**src/hw/rtl/s256mh_pkg.sv**
```systemverilog
`default_nettype none
// ----------------------------------------------------------------------------
// s256mh_pkg: shared types and constants of the SHA-256 message hash unit
// Holds the block job type passed from the front end to the compression
// engine, the state encodings and the SHA-256 constant tables.
// ----------------------------------------------------------------------------
package s256mh_pkg;

  localparam int unsigned BlkBytes  = 64;
  localparam int unsigned BlkWords  = 16;
  localparam int unsigned NumRounds = 64;
  localparam int unsigned QDepth    = 2;
  localparam int unsigned QPtrW     = $clog2(QDepth);
  localparam int unsigned QCntW     = $clog2(QDepth + 1);

  localparam logic [7:0] PAD_BYTE   = 8'h80;
  localparam logic [5:0] LEN_OFFSET = 6'd56;
  localparam logic [5:0] LAST_SLOT  = 6'd63;

  // Byte i of a block is element i; byte 0 is the first message byte.
  typedef logic [BlkBytes-1:0][7:0] blk_bytes_t;

  typedef struct packed {
    blk_bytes_t blk;
    logic       last_blk;  // Emit the digest after this block.
  } blk_job_t;

  typedef enum logic [1:0] {
    F_IDLE,
    F_PAD1,
    F_PAD2
  } front_state_e;

  typedef enum logic [1:0] {
    B_IDLE,
    B_ROUND,
    B_DONE
  } back_state_e;

  localparam logic [31:0] ROUND_K [NumRounds] = '{
    32'h428a2f98, 32'h71374491, 32'hb5c0fbcf, 32'he9b5dba5,
    32'h3956c25b, 32'h59f111f1, 32'h923f82a4, 32'hab1c5ed5,
    32'hd807aa98, 32'h12835b01, 32'h243185be, 32'h550c7dc3,
    32'h72be5d74, 32'h80deb1fe, 32'h9bdc06a7, 32'hc19bf174,
    32'he49b69c1, 32'hefbe4786, 32'h0fc19dc6, 32'h240ca1cc,
    32'h2de92c6f, 32'h4a7484aa, 32'h5cb0a9dc, 32'h76f988da,
    32'h983e5152, 32'ha831c66d, 32'hb00327c8, 32'hbf597fc7,
    32'hc6e00bf3, 32'hd5a79147, 32'h06ca6351, 32'h14292967,
    32'h27b70a85, 32'h2e1b2138, 32'h4d2c6dfc, 32'h53380d13,
    32'h650a7354, 32'h766a0abb, 32'h81c2c92e, 32'h92722c85,
    32'ha2bfe8a1, 32'ha81a664b, 32'hc24b8b70, 32'hc76c51a3,
    32'hd192e819, 32'hd6990624, 32'hf40e3585, 32'h106aa070,
    32'h19a4c116, 32'h1e376c08, 32'h2748774c, 32'h34b0bcb5,
    32'h391c0cb3, 32'h4ed8aa4a, 32'h5b9cca4f, 32'h682e6ff3,
    32'h748f82ee, 32'h78a5636f, 32'h84c87814, 32'h8cc70208,
    32'h90befffa, 32'ha4506ceb, 32'hbef9a3f7, 32'hc67178f2
  };

  localparam logic [31:0] INIT_H [8] = '{
    32'h6a09e667, 32'hbb67ae85, 32'h3c6ef372, 32'ha54ff53a,
    32'h510e527f, 32'h9b05688c, 32'h1f83d9ab, 32'h5be0cd19
  };

endpackage
`default_nettype wire

```
**src/hw/rtl/s256mh_in_if.sv**
```systemverilog
`default_nettype none
// ----------------------------------------------------------------------------
// s256mh_in_if: message byte channel
// Carries one optional message byte and the end-of-message mark.
// ----------------------------------------------------------------------------
interface s256mh_in_if;
  logic       valid;
  logic       ready;
  logic [7:0] data_byte;
  logic       has_byte;
  logic       last;

  modport source (output valid, output data_byte, output has_byte, output last,
                  input ready);
  modport sink   (input valid, input data_byte, input has_byte, input last,
                  output ready);
endinterface
`default_nettype wire

```
**src/hw/rtl/s256mh_front.sv**
```systemverilog
`default_nettype none
// ----------------------------------------------------------------------------
// s256mh_front: byte gathering and padding
// Packs message bytes into a 64-byte block, counts the message length and
// builds the padding blocks at the end of a message.
// ----------------------------------------------------------------------------
module s256mh_front (
  input  wire logic                  clk_i,
  input  wire logic                  rst_ni,
  s256mh_in_if.sink                  msg_i,
  output logic                       push_valid_o,
  input  wire logic                  push_ready_i,
  output s256mh_pkg::blk_job_t       push_job_o
);
  import s256mh_pkg::*;

  front_state_e state_q, state_d;
  logic [5:0]   fill_q, fill_d;
  logic [60:0]  cnt_q, cnt_d;
  blk_bytes_t   blk_buf_q, blk_buf_d;
  logic [63:0]  bit_len;
  blk_bytes_t   pad_blk;
  blk_bytes_t   len_blk;
  logic         accept;
  logic         one_pad_blk;

  assign bit_len     = {cnt_q, 3'b000};
  assign one_pad_blk = (fill_q < LEN_OFFSET);
  assign accept      = msg_i.valid && msg_i.ready;

  // The ready term cannot depend on the payload, so a possible block push
  // is allowed for only when the buffer sits one byte short of full.
  assign msg_i.ready = (state_q == F_IDLE) && (push_ready_i || (fill_q != LAST_SLOT));

  always_comb begin
    pad_blk = '0;
    len_blk = '0;
    for (int i = 0; i < BlkBytes; i++) begin
      if (6'(i) < fill_q) begin
        pad_blk[i] = blk_buf_q[i];
      end else if (6'(i) == fill_q) begin
        pad_blk[i] = PAD_BYTE;
      end
    end
    for (int k = 0; k < 8; k++) begin
      len_blk[BlkBytes-1-k] = bit_len[8*k +: 8];
      if (one_pad_blk) begin
        pad_blk[BlkBytes-1-k] = bit_len[8*k +: 8];
      end
    end
  end

  always_comb begin
    state_d      = state_q;
    fill_d       = fill_q;
    cnt_d        = cnt_q;
    blk_buf_d    = blk_buf_q;
    push_valid_o = 1'b0;
    push_job_o   = '{blk: blk_buf_d, last_blk: 1'b0};
    unique case (state_q)
      F_IDLE: begin
        if (accept && msg_i.has_byte) begin
          blk_buf_d[fill_q] = msg_i.data_byte;
          fill_d            = fill_q + 6'd1;
          cnt_d             = cnt_q + 61'd1;
          push_job_o        = '{blk: blk_buf_d, last_blk: 1'b0};
          push_valid_o      = (fill_q == LAST_SLOT);
        end
        if (accept && msg_i.last) begin
          state_d = F_PAD1;
        end
      end
      F_PAD1: begin
        push_valid_o = 1'b1;
        push_job_o   = '{blk: pad_blk, last_blk: one_pad_blk};
        if (push_ready_i) begin
          if (one_pad_blk) begin
            state_d = F_IDLE;
            fill_d  = '0;
            cnt_d   = '0;
          end else begin
            state_d = F_PAD2;
          end
        end
      end
      F_PAD2: begin
        push_valid_o = 1'b1;
        push_job_o   = '{blk: len_blk, last_blk: 1'b1};
        if (push_ready_i) begin
          state_d = F_IDLE;
          fill_d  = '0;
          cnt_d   = '0;
        end
      end
    endcase
  end

  always_ff @(posedge clk_i or negedge rst_ni) begin
    if (!rst_ni) begin
      state_q <= F_IDLE;
      fill_q  <= '0;
      cnt_q   <= '0;
    end else begin
      state_q <= state_d;
      fill_q  <= fill_d;
      cnt_q   <= cnt_d;
    end
  end

  always_ff @(posedge clk_i) begin
    blk_buf_q <= blk_buf_d;
  end

`ifndef SYNTHESIS
  a_push_has_room: assert property (@(posedge clk_i) disable iff (!rst_ni)
    push_valid_o && (state_q == F_IDLE) |-> push_ready_i)
    else $error("front pushed a full block into a full queue");
  a_full_blk_pushed: assert property (@(posedge clk_i) disable iff (!rst_ni)
    accept && msg_i.has_byte && (fill_q == LAST_SLOT) |-> push_valid_o)
    else $error("completed block was not handed to the engine");
  a_pad2_order: assert property (@(posedge clk_i) disable iff (!rst_ni)
    (state_q == F_PAD2) |-> ($past(state_q) == F_PAD1) || ($past(state_q) == F_PAD2))
    else $error("length block without a preceding padding block");
`endif

endmodule
`default_nettype wire

```
**src/flat_wrapper.sv**
```systemverilog
// flat-port wrapper written by rule: the top's interface ports become plain ports
module s256mh_front_flat import s256mh_pkg::*;
  (clk_i, rst_ni, push_valid_o, push_ready_i, push_job_o, msg_i_valid, msg_i_data_byte, msg_i_has_byte, msg_i_last, msg_i_ready);
  s256mh_in_if msg_i_i ();
  input  wire logic clk_i;
  input  wire logic rst_ni;
  output logic push_valid_o;
  input  wire logic push_ready_i;
  output s256mh_pkg::blk_job_t push_job_o;
  input wire logic [$bits(msg_i_i.valid)-1:0] msg_i_valid;
  input wire logic [$bits(msg_i_i.data_byte)-1:0] msg_i_data_byte;
  input wire logic [$bits(msg_i_i.has_byte)-1:0] msg_i_has_byte;
  input wire logic [$bits(msg_i_i.last)-1:0] msg_i_last;
  output wire logic [$bits(msg_i_i.ready)-1:0] msg_i_ready;
  assign msg_i_i.valid = msg_i_valid;
  assign msg_i_i.data_byte = msg_i_data_byte;
  assign msg_i_i.has_byte = msg_i_has_byte;
  assign msg_i_i.last = msg_i_last;
  assign msg_i_ready = msg_i_i.ready;
  s256mh_front u_core (.clk_i(clk_i), .rst_ni(rst_ni), .msg_i(msg_i_i), .push_valid_o(push_valid_o), .push_ready_i(push_ready_i), .push_job_o(push_job_o));
endmodule
```
**config.mk**
```make
export PLATFORM = sky130hd
export DESIGN_NAME = s256mh_front_flat
export DESIGN_NICKNAME = d
export VERILOG_FILES = /design/src/hw/rtl/s256mh_pkg.sv /design/src/hw/rtl/s256mh_in_if.sv /design/src/hw/rtl/s256mh_front.sv /design/src/flat_wrapper.sv
export SDC_FILE = /design/constraint.sdc
export NUM_CORES = 1
export LEC_CHECK = 0
export ABC_AREA = 0
export BUFFER_PORTS_ARGS = -buffer_cell sky130_fd_sc_hd__buf_2
export CAP_MARGIN = 20
export CORE_ASPECT_RATIO = 1.1
export CORE_MARGIN = 1.5
export CORE_UTILIZATION = 30
export CTS_BUF_LIST = sky130_fd_sc_hd__clkbuf_2 sky130_fd_sc_hd__clkbuf_4 sky130_fd_sc_hd__clkbuf_8
export DETAILED_ROUTE_END_ITERATION = 8
export PLACE_DENSITY = 0.5
export SLEW_MARGIN = 20
export SYNTH_ARGS = -nofsm -noshare
export SYNTH_HDL_FRONTEND = slang
export SYNTH_SLANG_ARGS = --single-unit
```
**constraint.sdc**
```tcl
create_clock -name clk_i -period 45.3 [get_ports clk_i]
set_clock_uncertainty 0.2 [all_clocks]
set_input_delay 4.53 -clock clk_i [delete_from_list [all_inputs] [get_ports clk_i]]
set_output_delay 4.53 -clock clk_i [all_outputs]
set_load 0.02 [all_outputs]
```
Yosys cells after proc, flatten, opt, wreduce, memory -nomap -nowiden

Index checks and enable logic that the tools add are counted.

Magnitude comparators: 67
Multipliers: 0
Multiplexer cells: 158
Add/sub/neg operators: 2
Bitwise logic cells: 0
Shift-type cells: 0
Reduce and logical (&&, ||, !) cells: 12
Divide/modulo/power cells: 0
Equality and inequality tests: 72

Operator list:

| cell                  | number |
|---|---|
| $pmux 513 s3          | 1 |
| $mux 8                | 137 |
| $mux 513              | 1 |
| $bwmux 512            | 1 |
| $mux 61               | 4 |
| $eq 6x6->1 const A    | 32 |
| $lt 6x6->1 const A    | 32 |
| $pmux 61 s3           | 1 |
| $eq 5x6->1 const A    | 16 |
| $lt 5x6->1 const A    | 16 |
| $add 61x1->61 const B | 1 |
| $demux 8 s6           | 1 |
| $eq 4x6->1 const A    | 8 |
| $lt 4x6->1 const A    | 8 |
| $eq 3x6->1 const A    | 4 |
| $lt 3x6->1 const A    | 4 |
| $mux 6                | 4 |
| $pmux 6 s3            | 1 |
| $eq 2x6->1 const A    | 2 |
| $lt 1x6->1 const A    | 2 |
| $lt 2x6->1 const A    | 2 |
| $mux 2                | 4 |
| $ne 2x2->1 const B    | 4 |
| $lt 6x7->1 const B    | 1 |
| other kinds (20)      | 24 |

Memories kept: 0
Bits in read-only memories: 0
Word-level logic and storage cells: 378
Bits in latches: 0
Output and inout port bits: 515
Register bits after elaboration: 581
RAM bits: 0

Depth between registers and ports, before layout

Gate-level depths: netlist of the first run.

Depth after elaboration: 7
Mapped depth: 12
Depth with buffers taken out: 8

Least setup slack after synthesis of the first run

No wires, ideal clock.

Kind: input -> output
Start point: input msg_i_has_byte
End point: output push_job_o[240] in the netlist's numbering
Data arrival time: 20.466 ns
Stages: 8
Setup slack: 20.104 ns
Cell sequence: and3_1 o21ai_2 inv_2 clkbuf_1 clkbuf_1 a21oi_1 o21ai_0 nand2_1

RTL lines:

| element         | RTL line           | source |
|---|---|---|
| start, declared | flat_wrapper.sv:12 | `input wire logic [$bits(msg_i_i.has_byte)-1:0] msg_i_has_byte;` |
| end, declared   | flat_wrapper.sv:9  | `output s256mh_pkg::blk_job_t push_job_o;` |

==> load_flow_metrics.sql, run 1 <==
INSERT INTO impl_metrics (metric_group, metric, value, unit) VALUES
('synthesis', 'synth_top_cells_by_area', 'sky130_fd_sc_hd__edfxtp_1 (44%), sky130_fd_sc_hd__mux2_2 (15%), sky130_fd_sc_hd__a22o_1 (6.7%)', ''),
('worst_setup_path', 'crit_type', 'input port to output port', ''),
('final_layout', 'multi_input_comb_area', '0.0165', 'mm²'),
('worst_setup_path', 'timing.critical_path.arrival', '8.37', 'ns'),
('grt', 'grt.met3_usage', '0.0627', ''),
('timing', 'rsz_0062_raised_after_global_routing', 'false', ''),
('clock_tree', 'cts.htree.levels', '3', ''),
('clock_tree', 'clk_pin_slew', '0.07', 'ns'),
('synthesis', 'synthesis.nets', '3083', ''),
('place', 'numPortBuffers', '528', ''),
('drt', 'vias_after_detailed_routing', '29500', ''),
('floorplan', 'die_h', '360', 'µm'),
('synthesis', 'synthesis.yosys.warnings', '0', ''),
('timing', 'relative_slew_margins', '0.204', ''),
('timing', 'timing.final.setup_violations', '0', ''),
('synthesis', 'synthCells', '3061', ''),
('floorplan', 'floorplan.initialDensity', '0.304', ''),
('final_layout', 'finalNetCount', '3512', ''),
('floorplan', 'num_rows', '130', ''),
('drt', 'routed_via_density', '5.78', ''),
('worst_setup_path', 'crit_path_cell_trace', 'buf_2 > and3_1 > o21ai_4 > inv_8 > buf_4 > buf_12 > o21ai_1 > o21ai_0 > nand2_1 > buf_2', ''),
('worst_setup_path', 'critical_path.slowest_cell', 'sky130_fd_sc_hd__buf_4', ''),
('place', 'dp.final_hpwl', '101000', 'µm'),
('power', 'power.ir.vdd_worst', '28.6', 'µV'),
('synthesis', 'yosys_most_used_dff', 'sky130_fd_sc_hd__edfxtp_1', ''),
('grt', 'number_of_global_route_vias_before_repair', '28300', ''),
('drt', 'route.final.wire_length', '152000', 'µm'),
('worst_setup_path', 'required', '40.57', 'ns'),
('floorplan', 'io_pins', '529', ''),
('final_layout', 'final_layout_size_suffix_gt1_frac', '0.364', ''),
('timing', 'report.final.slew_viol_count', '0', ''),
('synthesis', 'synth.lib_cells_used.distinct', '89', ''),
('place', 'dpl_cell_area', '0.0387', 'mm²'),
('clock_tree', 'worst_skew_pair.late_latency', '0.80', 'ns'),
('power', 'power_density_normalized_to_cell_area', '59.9', 'mW/mm²'),
('outcome', 'outcome', 'finished, final reports clean', ''),
('synthesis', 'synth_top_area_share', '0.442', ''),
('synthesis', 'async_reset_ff_frac', '0.119', ''),
('clock_tree', 'post_cts.repair.setup_buffers', '0', ''),
('timing', 'fmax', '76.3', 'MHz'),
('final_layout', 'layout.area.seq', '0.0171', 'mm²'),
('clock_tree', 'clock_tree_from_tritoncts', 'done', ''),
('grt', 'grt_use_met1', '0.319', ''),
('grt', 'grt_max_degree', '168', ''),
('final_layout', 'layout.filler_cells', '11600', ''),
('worst_setup_path', 'path_max_fanout', '167', ''),
('synthesis', 'yosys.cell_count.top_type', 'sky130_fd_sc_hd__edfxtp_1', ''),
('worst_setup_path', 'dominant_cell_type_by_count_on_the_critical_path', 'sky130_fd_sc_hd__buf_2', ''),
('synthesis', 'syn_area', '0.0348', 'mm²'),
('clock_tree', 'cts.path.max_buffers', '3', ''),
('drt', 'drt_drc_violations_left', '0', ''),
('floorplan', 'floorplan.die_area', '0.118', 'mm²'),
('final_layout', 'finish.utilization', '0.358', ''),
('job', 'cap_viol_max_count', '0', ''),
('grt', 'grt_pass1_wl', '214000', 'µm'),
('floorplan', 'design.core.area', '0.115', 'mm²'),
('worst_setup_path', 'crit_path_max_incr_delay', '0.78', 'ns'),
('drt', 'first_pass_iters', '5', ''),
('drt', 'avg_wl_per_cell', '29.8', 'µm'),
('floorplan', 'fp.dieW', '328', 'µm'),
('clock_tree', 'cts-resized-gates', '0', ''),
('synthesis', 'flop_and_latch_count_out_of_synthesis', '581', ''),
('grt', 'gr-usage-met2', '0.394', ''),
('grt', 'global_route.peak_usage_layer', 'met2', ''),
('grt', 'grt-ovfl-total', '0', ''),
('grt', 'groute.usage.overall', '0.249', ''),
('hold_path', 'timing.hold.worst.class', 'register to register', ''),
('power', 'power.total', '0.00246', 'W'),
('timing', 'period_share', '0.289', ''),
('timing', 'setup-tns-final', '0', 'ns'),
('synthesis', 'synth.top_cells.by_count', 'sky130_fd_sc_hd__edfxtp_1 (512), sky130_fd_sc_hd__mux2_2 (451), sky130_fd_sc_hd__nand2_1 (318), sky130_fd_sc_hd__a22o_1 (265), sky130_fd_sc_hd__clkbuf_1 (180)', '');
## registers in the layout, summed over array words and instances (netlist names)
register,flops
u_core.cnt_q,61
u_core.state_q,2
u_core.fill_q,6
u_core.blk_buf_q,512
## worst max-delay path, delay by kind of cell
family,cells,cell delay [ns]
buf+inv,5,2.26
compound gates,3,1.01
simple gates,2,0.43
## path summary, 6_finish.rpt
path	from	endpoint	slack, ns	cells past startpoint
max in group asynchronous	rst_ni	u_core.cnt_q[15]	40.76	3
hold / removal	u_core.blk_buf_q[207]	u_core.blk_buf_q[207]	0.35	2
setup reg to reg	u_core.fill_q[1]	u_core.cnt_q[55]	40.40	7
min in group asynchronous	rst_ni	u_core.cnt_q[24]	3.54	2
hold reg to reg	u_core.blk_buf_q[207]	u_core.blk_buf_q[207]	0.35	2
setup / recovery	msg_i_valid	push_job_o[48]	32.20	10
## routing by layer
layer | wire length (µm) | share of wire | vias to the layer above
met5 | 49 | 0.00032 | -
met4 | 6910 | 0.045 | 8
met3 | 12600 | 0.083 | 261
met2 | 70400 | 0.46 | 1268
met1 | 62200 | 0.41 | 15000
li1 | - | - | 12900
## power by group
part / internal (W) / leakage [nW] / switching [W]
Combinational: 0.000346 / 8.58 / 0.000823
Clock: 0.000301 / 1.19 / 0.000259
Sequential: 0.000671 / 5.62 / 0.0000555
## cells in the final DEF (no fill, tap or decap), types with 34 or more instances in the layout
cell	netlist	routed
sky130_fd_sc_hd__a22o_1	265	265
sky130_fd_sc_hd__clkbuf_4	0	39
sky130_fd_sc_hd__o21ai_1	35	34
sky130_fd_sc_hd__nor2_1	124	121
sky130_fd_sc_hd__o2bb2ai_1	89	89
sky130_fd_sc_hd__nor3_1	44	43
sky130_fd_sc_hd__a22oi_1	43	43
sky130_fd_sc_hd__buf_4	10	61
sky130_fd_sc_hd__mux2i_1	79	79
sky130_fd_sc_hd__dfrtp_1	69	65
sky130_fd_sc_hd__mux2_2	451	451
sky130_fd_sc_hd__buf_2	61	521
sky130_fd_sc_hd__edfxtp_1	512	512
sky130_fd_sc_hd__nand2_1	318	316
sky130_fd_sc_hd__a221o_1	34	34
sky130_fd_sc_hd__clkbuf_8	0	115
sky130_fd_sc_hd__a21oi_1	60	59
sky130_fd_sc_hd__nand3_1	58	58
sky130_fd_sc_hd__o21ai_0	170	170
## metrics by stage
step	hold slack, ns	setup slack, ns	instances
after global routing	0.383	31.86	5096
after detailed placement	0.340	32.08	4893
final	0.353	32.20	5098
after CTS	0.356	32.07	5094
after floorplan	0.304	20.10	3061
after global placement	0.330	32.07	4892
## layout make-up
| class | count | area share |
|---|---|---|
| Antenna cell | 3 | 0.000183 |
| Clock inverter | 47 | 0.00961 |
| Tap cell | 1518 | 0.0463 |
| Clock buffer | 154 | 0.0457 |
| Inverter | 30 | 0.00293 |
| Timing Repair Buffer | 585 | 0.0762 |
| Multi-Input combinational cell | 2180 | 0.402 |
| Sequential cell | 581 | 0.417 |
## logic make-up after synthesis
group,Yosys count,share of synthesized area
buffers and inverters,300,0.0364
and+or+nand+nor,772,0.110
muxes,532,0.170
adders and majority gates,8,0.00288
DFF,581,0.492
AOI/OAI and AO/OA,868,0.189
Note: power is estimated with default switching activity, not from simulation.
==> run 2: changes to the inputs <==
==> constraint.sdc (replaced) <==
create_clock -name clk_i -period 13 [get_ports clk_i]
set_clock_uncertainty 0.2 [all_clocks]
set_input_delay 1.3 -clock clk_i [delete_from_list [all_inputs] [get_ports clk_i]]
set_output_delay 1.3 -clock clk_i [all_outputs]
set_load 0.02 [all_outputs]
==> run 2 against run 1 <==
Against the previous run: worst setup slack got worse by 26 ns; first-iteration DRC count decreased by 6.4%; critical path depth decreased by 1; design area decreased by 0.16%; clock-buffer cell count increased by 3; largest power group unchanged; sequential share of layout area increased by 0.063 points; critical endpoint is now push_job_o[248]; sequential power increased to 3.5 times the previous value.
==> load_flow_metrics.sql, run 2 (synthesized netlist as in run 1, its figures left out) <==
INSERT INTO impl_metrics (metric_group, metric, value, unit) VALUES
('power', 'power_density_normalized_to_cell_area', '207', 'mW/mm²'),
('clock_tree', 'cts.path.max_buffers', '3', ''),
('final_layout', 'mostFrequentLayoutCells', 'sky130_fd_sc_hd__buf_2 (521), sky130_fd_sc_hd__edfxtp_1 (512), sky130_fd_sc_hd__mux2_2 (451)', ''),
('timing', 'timing.final.setup_violations', '0', ''),
('drt', 'drt_drc_violations_left', '0', ''),
('floorplan', 'num_rows', '130', ''),
('worst_setup_path', 'dominant_cell_type_by_count_on_the_critical_path', 'sky130_fd_sc_hd__buf_4', ''),
('timing', 'fmax', '144', 'MHz'),
('power', 'total_net_switching_power', '0.00396', 'W'),
('place', 'dpl_cell_area', '0.0387', 'mm²'),
('timing', 'relative_slew_margins', '0.205', ''),
('floorplan', 'floorplan.die_area', '0.118', 'mm²'),
('worst_setup_path', 'path_max_fanout', '92', ''),
('floorplan', 'die_h', '360', 'µm'),
('final_layout', 'layout.cells.most_common', 'sky130_fd_sc_hd__buf_2', ''),
('timing', 'report.final.slew_viol_count', '0', ''),
('final_layout', 'final_layout_size_suffix_gt1_frac', '0.364', ''),
('timing', 'rsz_0062_raised_after_global_routing', 'false', ''),
('power', 'power.ir.vdd_worst', '114', 'µV'),
('worst_setup_path', 'required', '11.50', 'ns'),
('timing', 'min_period', '6.95', 'ns'),
('drt', 'routed_via_density', '5.71', ''),
('clock_tree', 'cts_hold_repair.buffers', '0', ''),
('timing', 'setup-tns-final', '0', 'ns'),
('final_layout', 'flow.area_growth_from_synthesis', '17.8', '%'),
('place', 'place_congestion', '0.819', ''),
('final_layout', 'finalNetCount', '3510', ''),
('drt', 'avg_wl_per_cell', '29.8', 'µm'),
('final_layout', 'finalInstanceArea', '0.0409', 'mm²'),
('job', 'cap_viol_max_count', '0', ''),
('clock_tree', 'cts-resized-gates', '0', ''),
('power', 'power.share.clock', '0.222', ''),
('power', 'power.share.sequential', '0.299', ''),
('floorplan', 'design.core.area', '0.115', 'mm²'),
('timing', 'hold_viol_final', '0', ''),
('power', 'internal_power', '0.00452', 'W'),
('timing', 'worst-slew-pin-transition', '1.19', 'ns'),
('grt', 'number_of_global_route_vias_before_repair', '28600', ''),
('grt', 'grt-ovfl-total', '0', ''),
('clock_tree', 'cts.htree.levels', '3', ''),
('timing', 'period_share', '0.535', ''),
('drt', 'initial_drc_count', '2580', ''),
('grt', 'grt_pass1_wl', '215000', 'µm'),
('place', 'dp.final_hpwl', '102000', 'µm'),
('clock_tree', 'post_cts.repair.setup_buffers', '0', ''),
('floorplan', 'io_pins', '529', ''),
('power', 'power_leakage', '15.4', 'nW'),
('power', 'power.total', '0.00848', 'W'),
('drt', 'route.final.wire_length', '152000', 'µm'),
('worst_setup_path', 'setup.worst_path.start_class', 'register', ''),
('floorplan', 'floorplan.initialDensity', '0.304', ''),
('worst_setup_path', 'crit_path_max_incr_delay', '0.92', 'ns'),
('worst_setup_path', 'critical_path.slowest_cell', 'sky130_fd_sc_hd__buf_4', ''),
('final_layout', 'finish.utilization', '0.358', ''),
('clock_tree', 'cts_root_buf', 'sky130_fd_sc_hd__clkbuf_8', ''),
('power', 'p_comb_frac', '0.479', ''),
('clock_tree', 'cts_made_buffers', '111', ''),
('clock_tree', 'clock_tree_from_tritoncts', 'done', ''),
('final_layout', 'layout_top_registers', 'u_core.blk_buf_q (512), u_core.cnt_q (61), u_core.fill_q (6)', ''),
('drt', 'antenna_violating_nets_post_route', '0', ''),
('drt', 'vias_after_detailed_routing', '29100', ''),
('clock_tree', 'tritoncts_num_sinks', '581', ''),
('power', 'switching_fraction_of_total_power', '0.467', ''),
('worst_setup_path', 'crit_type', 'register to output port', ''),
('final_layout', 'layout.filler_cells', '11600', ''),
('final_layout', 'largest_register_ff_count', '512', ''),
('final_layout', 'register_ranked_first_by_flip_flop_count', 'u_core.blk_buf_q', ''),
('worst_setup_path', 'crit_path_cell_trace', 'ha_1 > nand3_2 > o21ai_4 > inv_8 > buf_4 > buf_4 > nor2_1 > o32ai_1 > buf_2', ''),
('clock_tree', 'clk_pin_slew', '0.06', 'ns'),
('grt', 'antenna_violations_before_repair', '6', ''),
('worst_setup_path', 'rrSetupSlack', '8.29', 'ns'),
('place', 'numPortBuffers', '528', ''),
('drt', 'first_pass_iters', '5', ''),
('worst_setup_path', 'timing.critical_path.arrival', '5.45', 'ns'),
('clock_tree', 'worst_skew_pair.late_latency', '0.85', 'ns'),
('floorplan', 'fp.dieW', '328', 'µm'),
('grt', 'grt_max_degree', '162', ''),
('outcome', 'outcome', 'finished, final reports clean', ''),
('hold_path', 'timing.hold.worst.class', 'input port to async pin', ''),
('worst_setup_path', 'worst_setup_path_end_kind', 'output port', ''),
('grt', 'groute.usage.overall', '0.250', '');
## run 2: cell count changes in the layout (fill, tap and decap cells not counted), sizes merged
cell	previous run	this run
diode	3	4
clkinv	37	40
inv	33	34
bufinv	6	2
buf	585	584
clkbuf	154	157
## run 2: area by class of cell
| class | count | area, µm² | area share |
|---|---|---|---|
| Antenna cell | 4 | 10.0 | 0.000244 |
| Clock buffer | 157 | 1890 | 0.0462 |
| Clock inverter | 47 | 293 | 0.00715 |
| Inverter | 30 | 120 | 0.00293 |
| Multi-Input combinational cell | 2180 | 16500 | 0.403 |
| Sequential cell | 581 | 17100 | 0.418 |
| Tap cell | 1518 | 1900 | 0.0464 |
| Timing Repair Buffer | 584 | 3140 | 0.0767 |
## run 2: power groups by stage
stage / clock (W) / combinational [W] / sequential (W)
after floorplan: 0 / 0.00245 / 0.00254
after global placement: 0 / 0.00406 / 0.00256
after detailed placement: 0 / 0.00406 / 0.00256
after CTS: 0.00193 / 0.00407 / 0.00253
after global routing: 0.00199 / 0.00428 / 0.00256
final: 0.00188 / 0.00406 / 0.00253
## run 2: layer usage
metal / part of all wire / wire [µm] / up-vias / global-route usage
li1: - / - / 12900 / -
met1: 0.41 / 62900 / 14900 / 0.314
met2: 0.47 / 70800 / 1059 / 0.402
met3: 0.078 / 11800 / 263 / 0.0656
met4: 0.043 / 6540 / 2 / 0.111
met5: 0.000072 / 11 / - / 0
## run 2: through the flow
stage               cells  setup slack, ns  hold slack (ns)
global placement     4891             6.76            0.334
global route         5100             5.75            0.152
CTS                  5095             6.01           0.0849
detailed placement   4891             6.74            0.339
finish               5101             6.05            0.179
floorplan            3061             2.21            0.304
## run 2: final timing paths
path / startpoint / to / depth (start not counted)
worst max-delay path: u_core.fill_q[1] / push_job_o[248] / 9
worst min-delay path: rst_ni / u_core.cnt_q[55] / 1
worst max register to register: u_core.fill_q[1] / u_core.cnt_q[55] / 7
worst min register to register: u_core.blk_buf_q[387] / u_core.blk_buf_q[387] / 2
max in group asynchronous: rst_ni / u_core.fill_q[4] / 2
min in group clk_i: u_core.blk_buf_q[387] / u_core.blk_buf_q[387] / 2
## run 2: worst max-delay path, delay by kind of cell (launching register included)
family	cells	cell delay (ns)
compound gates	2	0.40
fa+ha+maj	1	0.53
buf+inv	4	2.49
flops	1	0.66
simple gates	2	0.35
